===== src/hdl/rtc_pkg.sv =====
// Shared types, constants and calendar helpers for the real-time clock block.
package rtc_pkg;

    localparam int TICK_W = 16;
    localparam int ZONE_W = 5;
    localparam int CFG_W  = 16;
    localparam int SEC_W  = 6;
    localparam int MIN_W  = 6;
    localparam int HOUR_W = 5;
    localparam int DAY_W  = 5;
    localparam int MON_W  = 4;
    localparam int YEAR_W = 14;

    localparam logic [TICK_W-1:0] TPS_RESET  = 16'd1000;
    localparam logic [ZONE_W-1:0] ZONE_RESET = 5'd1;
    localparam logic [YEAR_W-1:0] YEAR_RESET = 14'd2026;
    localparam logic [YEAR_W-1:0] YEAR_MAX   = 14'd9999;

    localparam logic [SEC_W-1:0]  SEC_LAST   = 6'd59;
    localparam logic [MIN_W-1:0]  MIN_LAST   = 6'd59;
    localparam logic [HOUR_W-1:0] HOUR_LAST  = 5'd23;
    localparam logic [MON_W-1:0]  MON_LAST   = 4'd12;
    localparam logic [DAY_W-1:0]  DAY_LAST   = 5'd31;

    // Hour sum is at most 31 + 31, so two conditional subtractions cover mod 24.
    localparam logic [HOUR_W:0] HOURS_PER_DAY = 6'd24;
    localparam logic [HOUR_W:0] HOURS_TWO_DAY = 6'd48;

    // Residues of the reset year used for the leap-year rule.
    localparam logic [1:0] YR_MOD4_RESET   = 2'd2;
    localparam logic [6:0] YR_MOD100_RESET = 7'd26;
    localparam logic [8:0] YR_MOD400_RESET = 9'd26;
    localparam logic [6:0] YR_MOD100_LAST  = 7'd99;
    localparam logic [8:0] YR_MOD400_LAST  = 9'd399;

    localparam logic REQ_TICK = 1'b0;
    localparam logic REQ_SYNC = 1'b1;

    localparam logic CFG_TPS  = 1'b0;
    localparam logic CFG_ZONE = 1'b1;

    typedef struct packed {
        logic en;
        logic load;
    } cell_ctl_t;

    function automatic logic [DAY_W-1:0] month_days(input logic [MON_W-1:0] m,
                                                    input logic leap);
        logic [DAY_W-1:0] d;
        begin
            case (m)
                4'd2:                       d = leap ? 5'd29 : 5'd28;
                4'd4, 4'd6, 4'd9, 4'd11:    d = 5'd30;
                default:                    d = 5'd31;
            endcase
            return d;
        end
    endfunction

endpackage


===== src/hdl/rtc_calendar_counter.sv =====
// Top level of the real-time clock with Gregorian calendar.
//
//  channel  | handshake          | payload
//  ---------+--------------------+-----------------------------------------------
//  in       | in_valid/in_stall  | req_type, sync_hour, sync_minute, sync_second
//  out      | out_valid/out_stall| second_tick, at_midnight, year .. second
//  cfg      | cfg_we             | cfg_index, cfg_data
//
// One item per cycle unless the input stalls; each item's result is registered and shown in the cycle after acceptance.
// The carry ripples combinationally through the cell row (ticks, second .. year).
// Reset sets the clock to 2026-01-01 00:00:00 and the registers to their defaults.
// The input stalls only while a result is held and the output is stalled.
module rtc_calendar_counter (
    input  logic                          clk,
    input  logic                          rst_n,
    input  logic                          in_valid,
    output logic                          in_stall,
    input  logic                          req_type,
    input  logic [rtc_pkg::HOUR_W-1:0]    sync_hour,
    input  logic [rtc_pkg::MIN_W-1:0]     sync_minute,
    input  logic [rtc_pkg::SEC_W-1:0]     sync_second,
    output logic                          out_valid,
    input  logic                          out_stall,
    output logic                          second_tick,
    output logic                          at_midnight,
    output logic [rtc_pkg::YEAR_W-1:0]    year,
    output logic [rtc_pkg::MON_W-1:0]     month,
    output logic [rtc_pkg::DAY_W-1:0]     day,
    output logic [rtc_pkg::HOUR_W-1:0]    hour,
    output logic [rtc_pkg::MIN_W-1:0]     minute,
    output logic [rtc_pkg::SEC_W-1:0]     second,
    input  logic                          cfg_we,
    input  logic                          cfg_index,
    input  logic [rtc_pkg::CFG_W-1:0]     cfg_data
);

    logic [rtc_pkg::TICK_W-1:0] tps_reg;
    logic [rtc_pkg::ZONE_W-1:0] zone_reg;

    logic                       accept;
    rtc_pkg::cell_ctl_t         ctl_tick;
    rtc_pkg::cell_ctl_t         ctl_time;
    rtc_pkg::cell_ctl_t         ctl_date;

    logic                       tick_carry;
    logic                       hold;
    logic                       sec_cin;
    logic                       sec_carry;
    logic                       min_carry;
    logic                       hour_carry;
    logic                       day_carry;
    logic                       mon_carry;
    logic                       leap;

    logic [rtc_pkg::SEC_W-1:0]  sec_val,  sec_nx,  sec_load;
    logic [rtc_pkg::MIN_W-1:0]  min_val,  min_nx,  min_load;
    logic [rtc_pkg::HOUR_W-1:0] hour_val, hour_nx, hour_load;
    logic [rtc_pkg::DAY_W-1:0]  day_val,  day_nx,  day_limit;
    logic [rtc_pkg::MON_W-1:0]  mon_val,  mon_nx;
    logic [rtc_pkg::YEAR_W-1:0] year_val, year_nx;
    logic [rtc_pkg::HOUR_W:0]   hour_sum;

    logic                       out_valid_reg;
    logic                       second_tick_reg;
    logic                       at_midnight_reg;
    logic [rtc_pkg::YEAR_W-1:0] year_reg;
    logic [rtc_pkg::MON_W-1:0]  month_reg;
    logic [rtc_pkg::DAY_W-1:0]  day_reg;
    logic [rtc_pkg::HOUR_W-1:0] hour_reg;
    logic [rtc_pkg::MIN_W-1:0]  minute_reg;
    logic [rtc_pkg::SEC_W-1:0]  second_reg;

    assign in_stall = out_valid_reg && out_stall;
    assign accept   = in_valid && !in_stall;

    assign ctl_tick = '{en: accept, load: (req_type == rtc_pkg::REQ_SYNC)};
    assign ctl_time = ctl_tick;
    assign ctl_date = '{en: accept, load: 1'b0};

    always_ff @(posedge clk or negedge rst_n)
    begin
        if (!rst_n)
        begin
            tps_reg  <= rtc_pkg::TPS_RESET;
            zone_reg <= rtc_pkg::ZONE_RESET;
        end
        else if (cfg_we)
        begin
            unique case (cfg_index)
                rtc_pkg::CFG_TPS:  tps_reg  <= cfg_data;
                rtc_pkg::CFG_ZONE: zone_reg <= cfg_data[rtc_pkg::ZONE_W-1:0];
                default:           tps_reg  <= tps_reg;
            endcase
        end
    end

    // Sync values: hour gets the zone offset mod 24, minute and second clamp at 59.
    always_comb
    begin
        hour_sum = {1'b0, sync_hour} + {1'b0, zone_reg};
        if (hour_sum >= rtc_pkg::HOURS_TWO_DAY)
            hour_sum = hour_sum - rtc_pkg::HOURS_TWO_DAY;
        else if (hour_sum >= rtc_pkg::HOURS_PER_DAY)
            hour_sum = hour_sum - rtc_pkg::HOURS_PER_DAY;
        hour_load = hour_sum[rtc_pkg::HOUR_W-1:0];
        min_load  = (sync_minute > rtc_pkg::MIN_LAST) ? rtc_pkg::MIN_LAST : sync_minute;
        sec_load  = (sync_second > rtc_pkg::SEC_LAST) ? rtc_pkg::SEC_LAST : sync_second;
    end

    // The clock stops at the last second of the last supported year.
    assign hold = (year_val >= rtc_pkg::YEAR_MAX) && (mon_val == rtc_pkg::MON_LAST) &&
                  (day_val == rtc_pkg::DAY_LAST) && (hour_val == rtc_pkg::HOUR_LAST) &&
                  (min_val == rtc_pkg::MIN_LAST) && (sec_val == rtc_pkg::SEC_LAST);
    assign sec_cin   = tick_carry && !hold;
    assign day_limit = rtc_pkg::month_days(mon_val, leap);

    rtc_tick_cell u_tick (
        .clk       (clk),
        .rst_n     (rst_n),
        .ctl       (ctl_tick),
        .divisor   (tps_reg),
        .carry_out (tick_carry)
    );

    rtc_cell #(.W(rtc_pkg::SEC_W)) u_sec (
        .clk        (clk),
        .rst_n      (rst_n),
        .ctl        (ctl_time),
        .rst_val    ('0),
        .base       ('0),
        .limit      (rtc_pkg::SEC_LAST),
        .load_val   (sec_load),
        .carry_in   (sec_cin),
        .value      (sec_val),
        .value_next (sec_nx),
        .carry_out  (sec_carry)
    );

    rtc_cell #(.W(rtc_pkg::MIN_W)) u_min (
        .clk        (clk),
        .rst_n      (rst_n),
        .ctl        (ctl_time),
        .rst_val    ('0),
        .base       ('0),
        .limit      (rtc_pkg::MIN_LAST),
        .load_val   (min_load),
        .carry_in   (sec_carry),
        .value      (min_val),
        .value_next (min_nx),
        .carry_out  (min_carry)
    );

    rtc_cell #(.W(rtc_pkg::HOUR_W)) u_hour (
        .clk        (clk),
        .rst_n      (rst_n),
        .ctl        (ctl_time),
        .rst_val    ('0),
        .base       ('0),
        .limit      (rtc_pkg::HOUR_LAST),
        .load_val   (hour_load),
        .carry_in   (min_carry),
        .value      (hour_val),
        .value_next (hour_nx),
        .carry_out  (hour_carry)
    );

    rtc_cell #(.W(rtc_pkg::DAY_W)) u_day (
        .clk        (clk),
        .rst_n      (rst_n),
        .ctl        (ctl_date),
        .rst_val    (rtc_pkg::DAY_W'(1)),
        .base       (rtc_pkg::DAY_W'(1)),
        .limit      (day_limit),
        .load_val   (day_val),
        .carry_in   (hour_carry),
        .value      (day_val),
        .value_next (day_nx),
        .carry_out  (day_carry)
    );

    rtc_cell #(.W(rtc_pkg::MON_W)) u_mon (
        .clk        (clk),
        .rst_n      (rst_n),
        .ctl        (ctl_date),
        .rst_val    (rtc_pkg::MON_W'(1)),
        .base       (rtc_pkg::MON_W'(1)),
        .limit      (rtc_pkg::MON_LAST),
        .load_val   (mon_val),
        .carry_in   (day_carry),
        .value      (mon_val),
        .value_next (mon_nx),
        .carry_out  (mon_carry)
    );

    rtc_year_cell u_year (
        .clk        (clk),
        .rst_n      (rst_n),
        .ctl        (ctl_date),
        .carry_in   (mon_carry),
        .value      (year_val),
        .value_next (year_nx),
        .leap       (leap)
    );

    always_ff @(posedge clk or negedge rst_n)
    begin
        if (!rst_n)
            out_valid_reg <= 1'b0;
        else if (!in_stall)
            out_valid_reg <= in_valid;
    end

    always_ff @(posedge clk)
    begin
        if (accept)
        begin
            second_tick_reg <= tick_carry;
            at_midnight_reg <= (hour_nx == '0) && (min_nx == '0) && (sec_nx == '0);
            year_reg        <= year_nx;
            month_reg       <= mon_nx;
            day_reg         <= day_nx;
            hour_reg        <= hour_nx;
            minute_reg      <= min_nx;
            second_reg      <= sec_nx;
        end
    end

    assign out_valid   = out_valid_reg;
    assign second_tick = second_tick_reg;
    assign at_midnight = at_midnight_reg;
    assign year        = year_reg;
    assign month       = month_reg;
    assign day         = day_reg;
    assign hour        = hour_reg;
    assign minute      = minute_reg;
    assign second      = second_reg;

endmodule


===== src/hdl/rtc_tick_cell.sv =====
// Sub-second tick counter cell that issues a carry when a second completes.
module rtc_tick_cell (
    input  logic                          clk,
    input  logic                          rst_n,
    input  rtc_pkg::cell_ctl_t            ctl,
    input  logic [rtc_pkg::TICK_W-1:0]    divisor,
    output logic                          carry_out
);

    logic [rtc_pkg::TICK_W-1:0] count_reg;
    logic [rtc_pkg::TICK_W-1:0] count_next;
    logic [rtc_pkg::TICK_W:0]   inc;
    logic [rtc_pkg::TICK_W-1:0] div_eff;
    logic                       hit;

    always_comb
    begin
        inc     = {1'b0, count_reg} + {{rtc_pkg::TICK_W{1'b0}}, 1'b1};
        // A divisor of zero behaves as one.
        div_eff = (divisor == '0) ? {{(rtc_pkg::TICK_W-1){1'b0}}, 1'b1} : divisor;
        hit     = (inc >= {1'b0, div_eff});
        carry_out = ctl.en && !ctl.load && hit;
        count_next = count_reg;
        if (ctl.en)
        begin
            if (ctl.load || hit)
                count_next = '0;
            else
                count_next = inc[rtc_pkg::TICK_W-1:0];
        end
    end

    always_ff @(posedge clk or negedge rst_n)
    begin
        if (!rst_n)
            count_reg <= '0;
        else
            count_reg <= count_next;
    end

endmodule


===== src/hdl/rtc_cell.sv =====
// Generic wrapping counter cell for second, minute, hour, day and month.
module rtc_cell #(
    parameter int W = 6
) (
    input  logic               clk,
    input  logic               rst_n,
    input  rtc_pkg::cell_ctl_t ctl,
    input  logic [W-1:0]       rst_val,
    input  logic [W-1:0]       base,
    input  logic [W-1:0]       limit,
    input  logic [W-1:0]       load_val,
    input  logic               carry_in,
    output logic [W-1:0]       value,
    output logic [W-1:0]       value_next,
    output logic               carry_out
);

    logic [W-1:0] value_reg;

    assign value     = value_reg;
    assign carry_out = carry_in && (value_reg == limit);

    always_comb
    begin
        value_next = value_reg;
        if (ctl.en)
        begin
            if (ctl.load)
                value_next = load_val;
            else if (carry_in)
                value_next = (value_reg == limit) ? base : value_reg + W'(1);
        end
    end

    always_ff @(posedge clk or negedge rst_n)
    begin
        if (!rst_n)
            value_reg <= rst_val;
        else
            value_reg <= value_next;
    end

endmodule


===== src/hdl/rtc_year_cell.sv =====
// Year cell with running residues that give the leap-year flag.
module rtc_year_cell (
    input  logic                          clk,
    input  logic                          rst_n,
    input  rtc_pkg::cell_ctl_t            ctl,
    input  logic                          carry_in,
    output logic [rtc_pkg::YEAR_W-1:0]    value,
    output logic [rtc_pkg::YEAR_W-1:0]    value_next,
    output logic                          leap
);

    logic [rtc_pkg::YEAR_W-1:0] year_reg;
    logic [1:0]                 mod4_reg;
    logic [6:0]                 mod100_reg;
    logic [8:0]                 mod400_reg;
    logic                       step;

    assign value = year_reg;
    assign step  = ctl.en && !ctl.load && carry_in;
    assign leap  = (mod4_reg == 2'd0) && ((mod100_reg != 7'd0) || (mod400_reg == 9'd0));
    assign value_next = step ? year_reg + rtc_pkg::YEAR_W'(1) : year_reg;

    always_ff @(posedge clk or negedge rst_n)
    begin
        if (!rst_n)
        begin
            year_reg   <= rtc_pkg::YEAR_RESET;
            mod4_reg   <= rtc_pkg::YR_MOD4_RESET;
            mod100_reg <= rtc_pkg::YR_MOD100_RESET;
            mod400_reg <= rtc_pkg::YR_MOD400_RESET;
        end
        else if (step)
        begin
            year_reg   <= value_next;
            mod4_reg   <= mod4_reg + 2'd1;
            mod100_reg <= (mod100_reg == rtc_pkg::YR_MOD100_LAST) ? 7'd0 : mod100_reg + 7'd1;
            mod400_reg <= (mod400_reg == rtc_pkg::YR_MOD400_LAST) ? 9'd0 : mod400_reg + 9'd1;
        end
    end

endmodule


===== config.mk =====
export PLATFORM = sky130hd
export DESIGN_NAME = rtc_calendar_counter
export DESIGN_NICKNAME = d
export VERILOG_FILES = /design/src/hdl/rtc_pkg.sv /design/src/hdl/rtc_calendar_counter.sv /design/src/hdl/rtc_tick_cell.sv /design/src/hdl/rtc_cell.sv /design/src/hdl/rtc_year_cell.sv
export SDC_FILE = /design/constraint.sdc
export NUM_CORES = 1
export LEC_CHECK = 0
export BUFFER_PORTS_ARGS = -buffer_cell sky130_fd_sc_hd__buf_4
export CAP_MARGIN = 15
export CELL_PAD_IN_SITES_DETAIL_PLACEMENT = 1
export CELL_PAD_IN_SITES_GLOBAL_PLACEMENT = 1
export CORE_ASPECT_RATIO = 0.9
export CORE_MARGIN = 8
export CORE_UTILIZATION = 46
export CTS_BUF_LIST = sky130_fd_sc_hd__clkbuf_16
export DETAILED_ROUTE_END_ITERATION = 8
export PLACE_DENSITY = 0.88
export SYNTH_ARGS = -nofsm -noshare
export SYNTH_HDL_FRONTEND = slang
export SYNTH_SLANG_ARGS = --single-unit

===== constraint.sdc =====
create_clock -name clk -period 4.9 [get_ports clk]
set_clock_uncertainty 0.15 [all_clocks]
set_input_delay 0.98 -clock clk [delete_from_list [all_inputs] [get_ports clk]]
set_output_delay 0.98 -clock clk [all_outputs]
set_load 0.01 [all_outputs]

==> impl_metrics.py <==
metrics = {
    "critical_path": {
        "critical_path_class": "reg2reg",
        "required_ns": 4.99,
        "crit_slowest_cell": "or4_1",
        "critPathTopFamily": "simple AND/OR/NAND/NOR gates",
        "worstPathCellList": "ha_1 -> and4_4 -> nand2b_1 -> xnor2_1 -> ha_1 -> nand4_1 -> nor3_1 -> a2111oi_2 -> o221a_2 -> buf_4 -> o311ai_2 -> o211ai_1 -> or4_1 -> or4_1 -> nor4_2",
        "max_stage_delay_ns": 0.57,
        "worstPathArrival_ns": 4.92,
        "end_kind": "flip-flop",
        "crit_path_start_kind": "flip-flop",
        "worst-path-max-fanout": 13,
        "critPathBufInv": 1,
    },
    "timing": {
        "setup-violations-final": 0,
        "fin_ws_ns": 0.0742,
        "period_needed_ns": 4.83,
        "hold_viol": 0,
        "worstMarginPinSlew_ns": 0.788,
        "slew_viol_final": 0,
        "hold_slack_ns": 0.356,
        "relSlewSlack": 0.475,
        "fmax_mhz": 207,
        "fin_crit_sh": 0.985,
    },
    "floorplanning": {
        "pin_count": 84,
        "die-width_um": 148,
        "rows": 43,
        "coreArea_um2": 15400,
        "start_util": 0.471,
        "dieHeight_um": 135,
        "dieArea_um2": 20000,
    },
    "logic_synthesis": {
        "muxShareOfSynthArea": 0.0168,
        "syn_avg_cell_area_um2": 10.7,
        "synth_compound_area_frac": 0.145,
        "synth_edf_count": 42,
        "synth_most_common_cell": "dfrtp_1",
        "ys_warn_count": 0,
        "synth.ff_latch_count": 138,
        "ys_top_cells_by_area": "dfrtp_1 (25%), edfxtp_1 (17%), dfstp_2 (8.7%), ha_1 (6.6%), xnor2_1 (4.4%)",
        "synth_fa_ha_area_frac": 0.0684,
        "synth_commonest_cells": "dfrtp_1 (72), nand2_1 (55), o21ai_0 (46)",
        "ys_types": 72,
        "synthXorXnorAreaFrac": 0.0581,
        "synth.cell_area_um2": 7240,
        "synth_ff_type": "dfrtp_1",
        "synth_top_family_by_area": "simple AND/OR/NAND/NOR gates",
        "yosys.area_share.simple": 0.169,
        "yosysTopAreaCell": "dfrtp_1",
        "synthCells": 678,
        "netlist.area_leader.share": 0.249,
        "synth.yosys.seq_area_share": 0.510,
        "synth.net_count": 757,
        "synthArstFlopShare": 0.696,
    },
    "grt": {
        "grt_pass1_vias": 6553,
        "track_usage": 0.209,
        "overflow": 0,
        "grt_max_degree": 60,
        "grt_pass1_wl_um": 33700,
        "antenna_found_initial": 0,
    },
    "power_and_ir_drop": {
        "netSwitchingFraction": 0.289,
        "pwr_density_cell_nw_per_um2": 339,
        "internal_power_mw": 2.12,
        "leakage_nw": 3.73,
        "p_comb_frac": 0.152,
        "power_frac_clock": 0.393,
        "p_sw_mw": 0.861,
        "power.share.sequential": 0.455,
        "vdd_drop_max_mv": 0.261,
    },
    "layout": {
        "area_delta_synth_final_pct": 21.4,
        "nNetsFinal": 859,
        "drive_gt1_frac": 0.250,
        "ff_latch_area_um2": 3690,
        "final_util": 0.571,
        "stdcell_count": 995,
        "final_area_um2": 8790,
        "multi_input_area_um2": 3400,
        "fillers": 1693,
        "antenna_cells": 0,
    },
    "clocking": {
        "cts_buffers": 17,
        "cts_root_buffer": "clkbuf_16",
        "holdBufCountCts": 0,
        "htreeDepth": 4,
        "clk_latency_ns": 0.43,
        "cts_tree": "done",
        "clk_path_buf_depth": 2,
        "cts.sinks": 138,
        "clk_pin_slew_worst_paths_ns": 0.06,
    },
    "drt": {
        "ant_nets": 0,
        "first_pass_iters": 5,
        "viasPerCell": 6.14,
        "first_iter_violations": 387,
        "routed_wl_um": 21700,
        "routedWlPerCell_um": 21.8,
        "route.detailed.drc": 0,
        "num_vias": 6112,
    },
    "run_status": {
        "outcome": "completed",
    },
    "hold_path": {
        "hold_class": "reg2reg",
    },
    "placed_design": {
        "dp_slack_ns": 0.0640,
        "dp_cells": 956,
        "io_buffers": 83,
        "place_congestion": 0.927,
        "dp_hpwl_um": 14500,
        "place_area_um2": 8130,
    },
    "flow_run": {
        "cap_violations": 0,
    },
}
## per-layer routing
metal  global-route usage  wire length (µm)  vias to the layer above
met1                0.244              8850                     3079
met4               0.0838               620                        0
met2                0.371             11100                      246
met3               0.0405              1160                       55
met5                    0                 0                        -
li1                     -                 -                     2732
## logic make-up (layout without fill, tap and decap cells)
group / Yosys count / in the layout
compound gates: 145 / 145
xor+xnor: 48 / 48
fa+ha+maj: 39 / 39
buf+inv: 59 / 174
flops: 138 / 138
mux: 11 / 11
simple gates: 238 / 238
## tightest hold or removal path: stages (launching register included)
cell and delay (ns):
dfstp_2 0.38, nand2_1 0.07, nand2_1 0.06
## cells in the final DEF (no fill, tap or decap), types with 4 or more instances in the layout
cell type and count:
a211oi_1 4, o31ai_1 6, dfstp_2 24, nand4_1 15, nand2_1 54, o211ai_1 9
nor2_1 42, nor3_1 13, ha_1 38, xnor2_1 36, or4_1 4, a21o_1 4
a32o_1 16, inv_1 40, a31oi_1 7, edfxtp_1 42, dfrtp_1 71, nand2b_1 6
clkbuf_16 17, o21ai_0 46, buf_4 102, and3_1 19, nor2b_1 5, nand3_1 41
xor2_1 11, a21oi_1 13, nor4_1 9, clkinv_2 4, or2_2 4, mux2_2 9
## power by group through the flow
stage / registers [mW] / logic [mW] / clock network (mW)
after global routing: 1.36 / 0.495 / 1.23
after detailed placement: 1.37 / 0.422 / 0
after floorplan: 1.36 / 0.240 / 0
after CTS: 1.35 / 0.430 / 1.17
final: 1.36 / 0.453 / 1.17
after global placement: 1.36 / 0.398 / 0
## stage by stage
stage | power (mW) | setup TNS, ns
floorplan | 1.60 | 0
global placement | 1.76 | 0
detailed placement | 1.79 | 0
CTS | 2.96 | 0
global route | 3.09 | -0.247
finish | 2.98 | 0
## final timing paths
| check | from | endpoint | slack (ns) | depth (start not counted) |
|---|---|---|---|---|
| worst max-delay path | u_tick.count_reg[1] | at_midnight | 0.07 | 15 |
| worst min-delay path | u_year.value[1] | u_year.value[1] | 0.36 | 2 |
| worst max register to register | u_tick.count_reg[1] | at_midnight | 0.07 | 15 |
| worst min register to register | u_year.value[1] | u_year.value[1] | 0.36 | 2 |
| max in group asynchronous | rst_n | u_tick.count_reg[2] | 3.08 | 2 |
| min in group asynchronous | rst_n | u_year.value[4] | 0.48 | 1 |
## cell type report
type,instances,area share
Timing Repair Buffer,102,0.0871
Sequential cell,138,0.420
Clock inverter,15,0.0117
Tap cell,202,0.0288
Inverter,40,0.0171
Multi-Input combinational cell,481,0.386
Clock buffer,17,0.0484
## what timing repair did
action                                  in CTS  in global routing
buffers inserted                             1                  6
pin swaps                                    1                  5
endpoints found under the setup margin       1                  3
resized for setup                            1                 15
No activity file was read; power rests on OpenSTA's default activity.
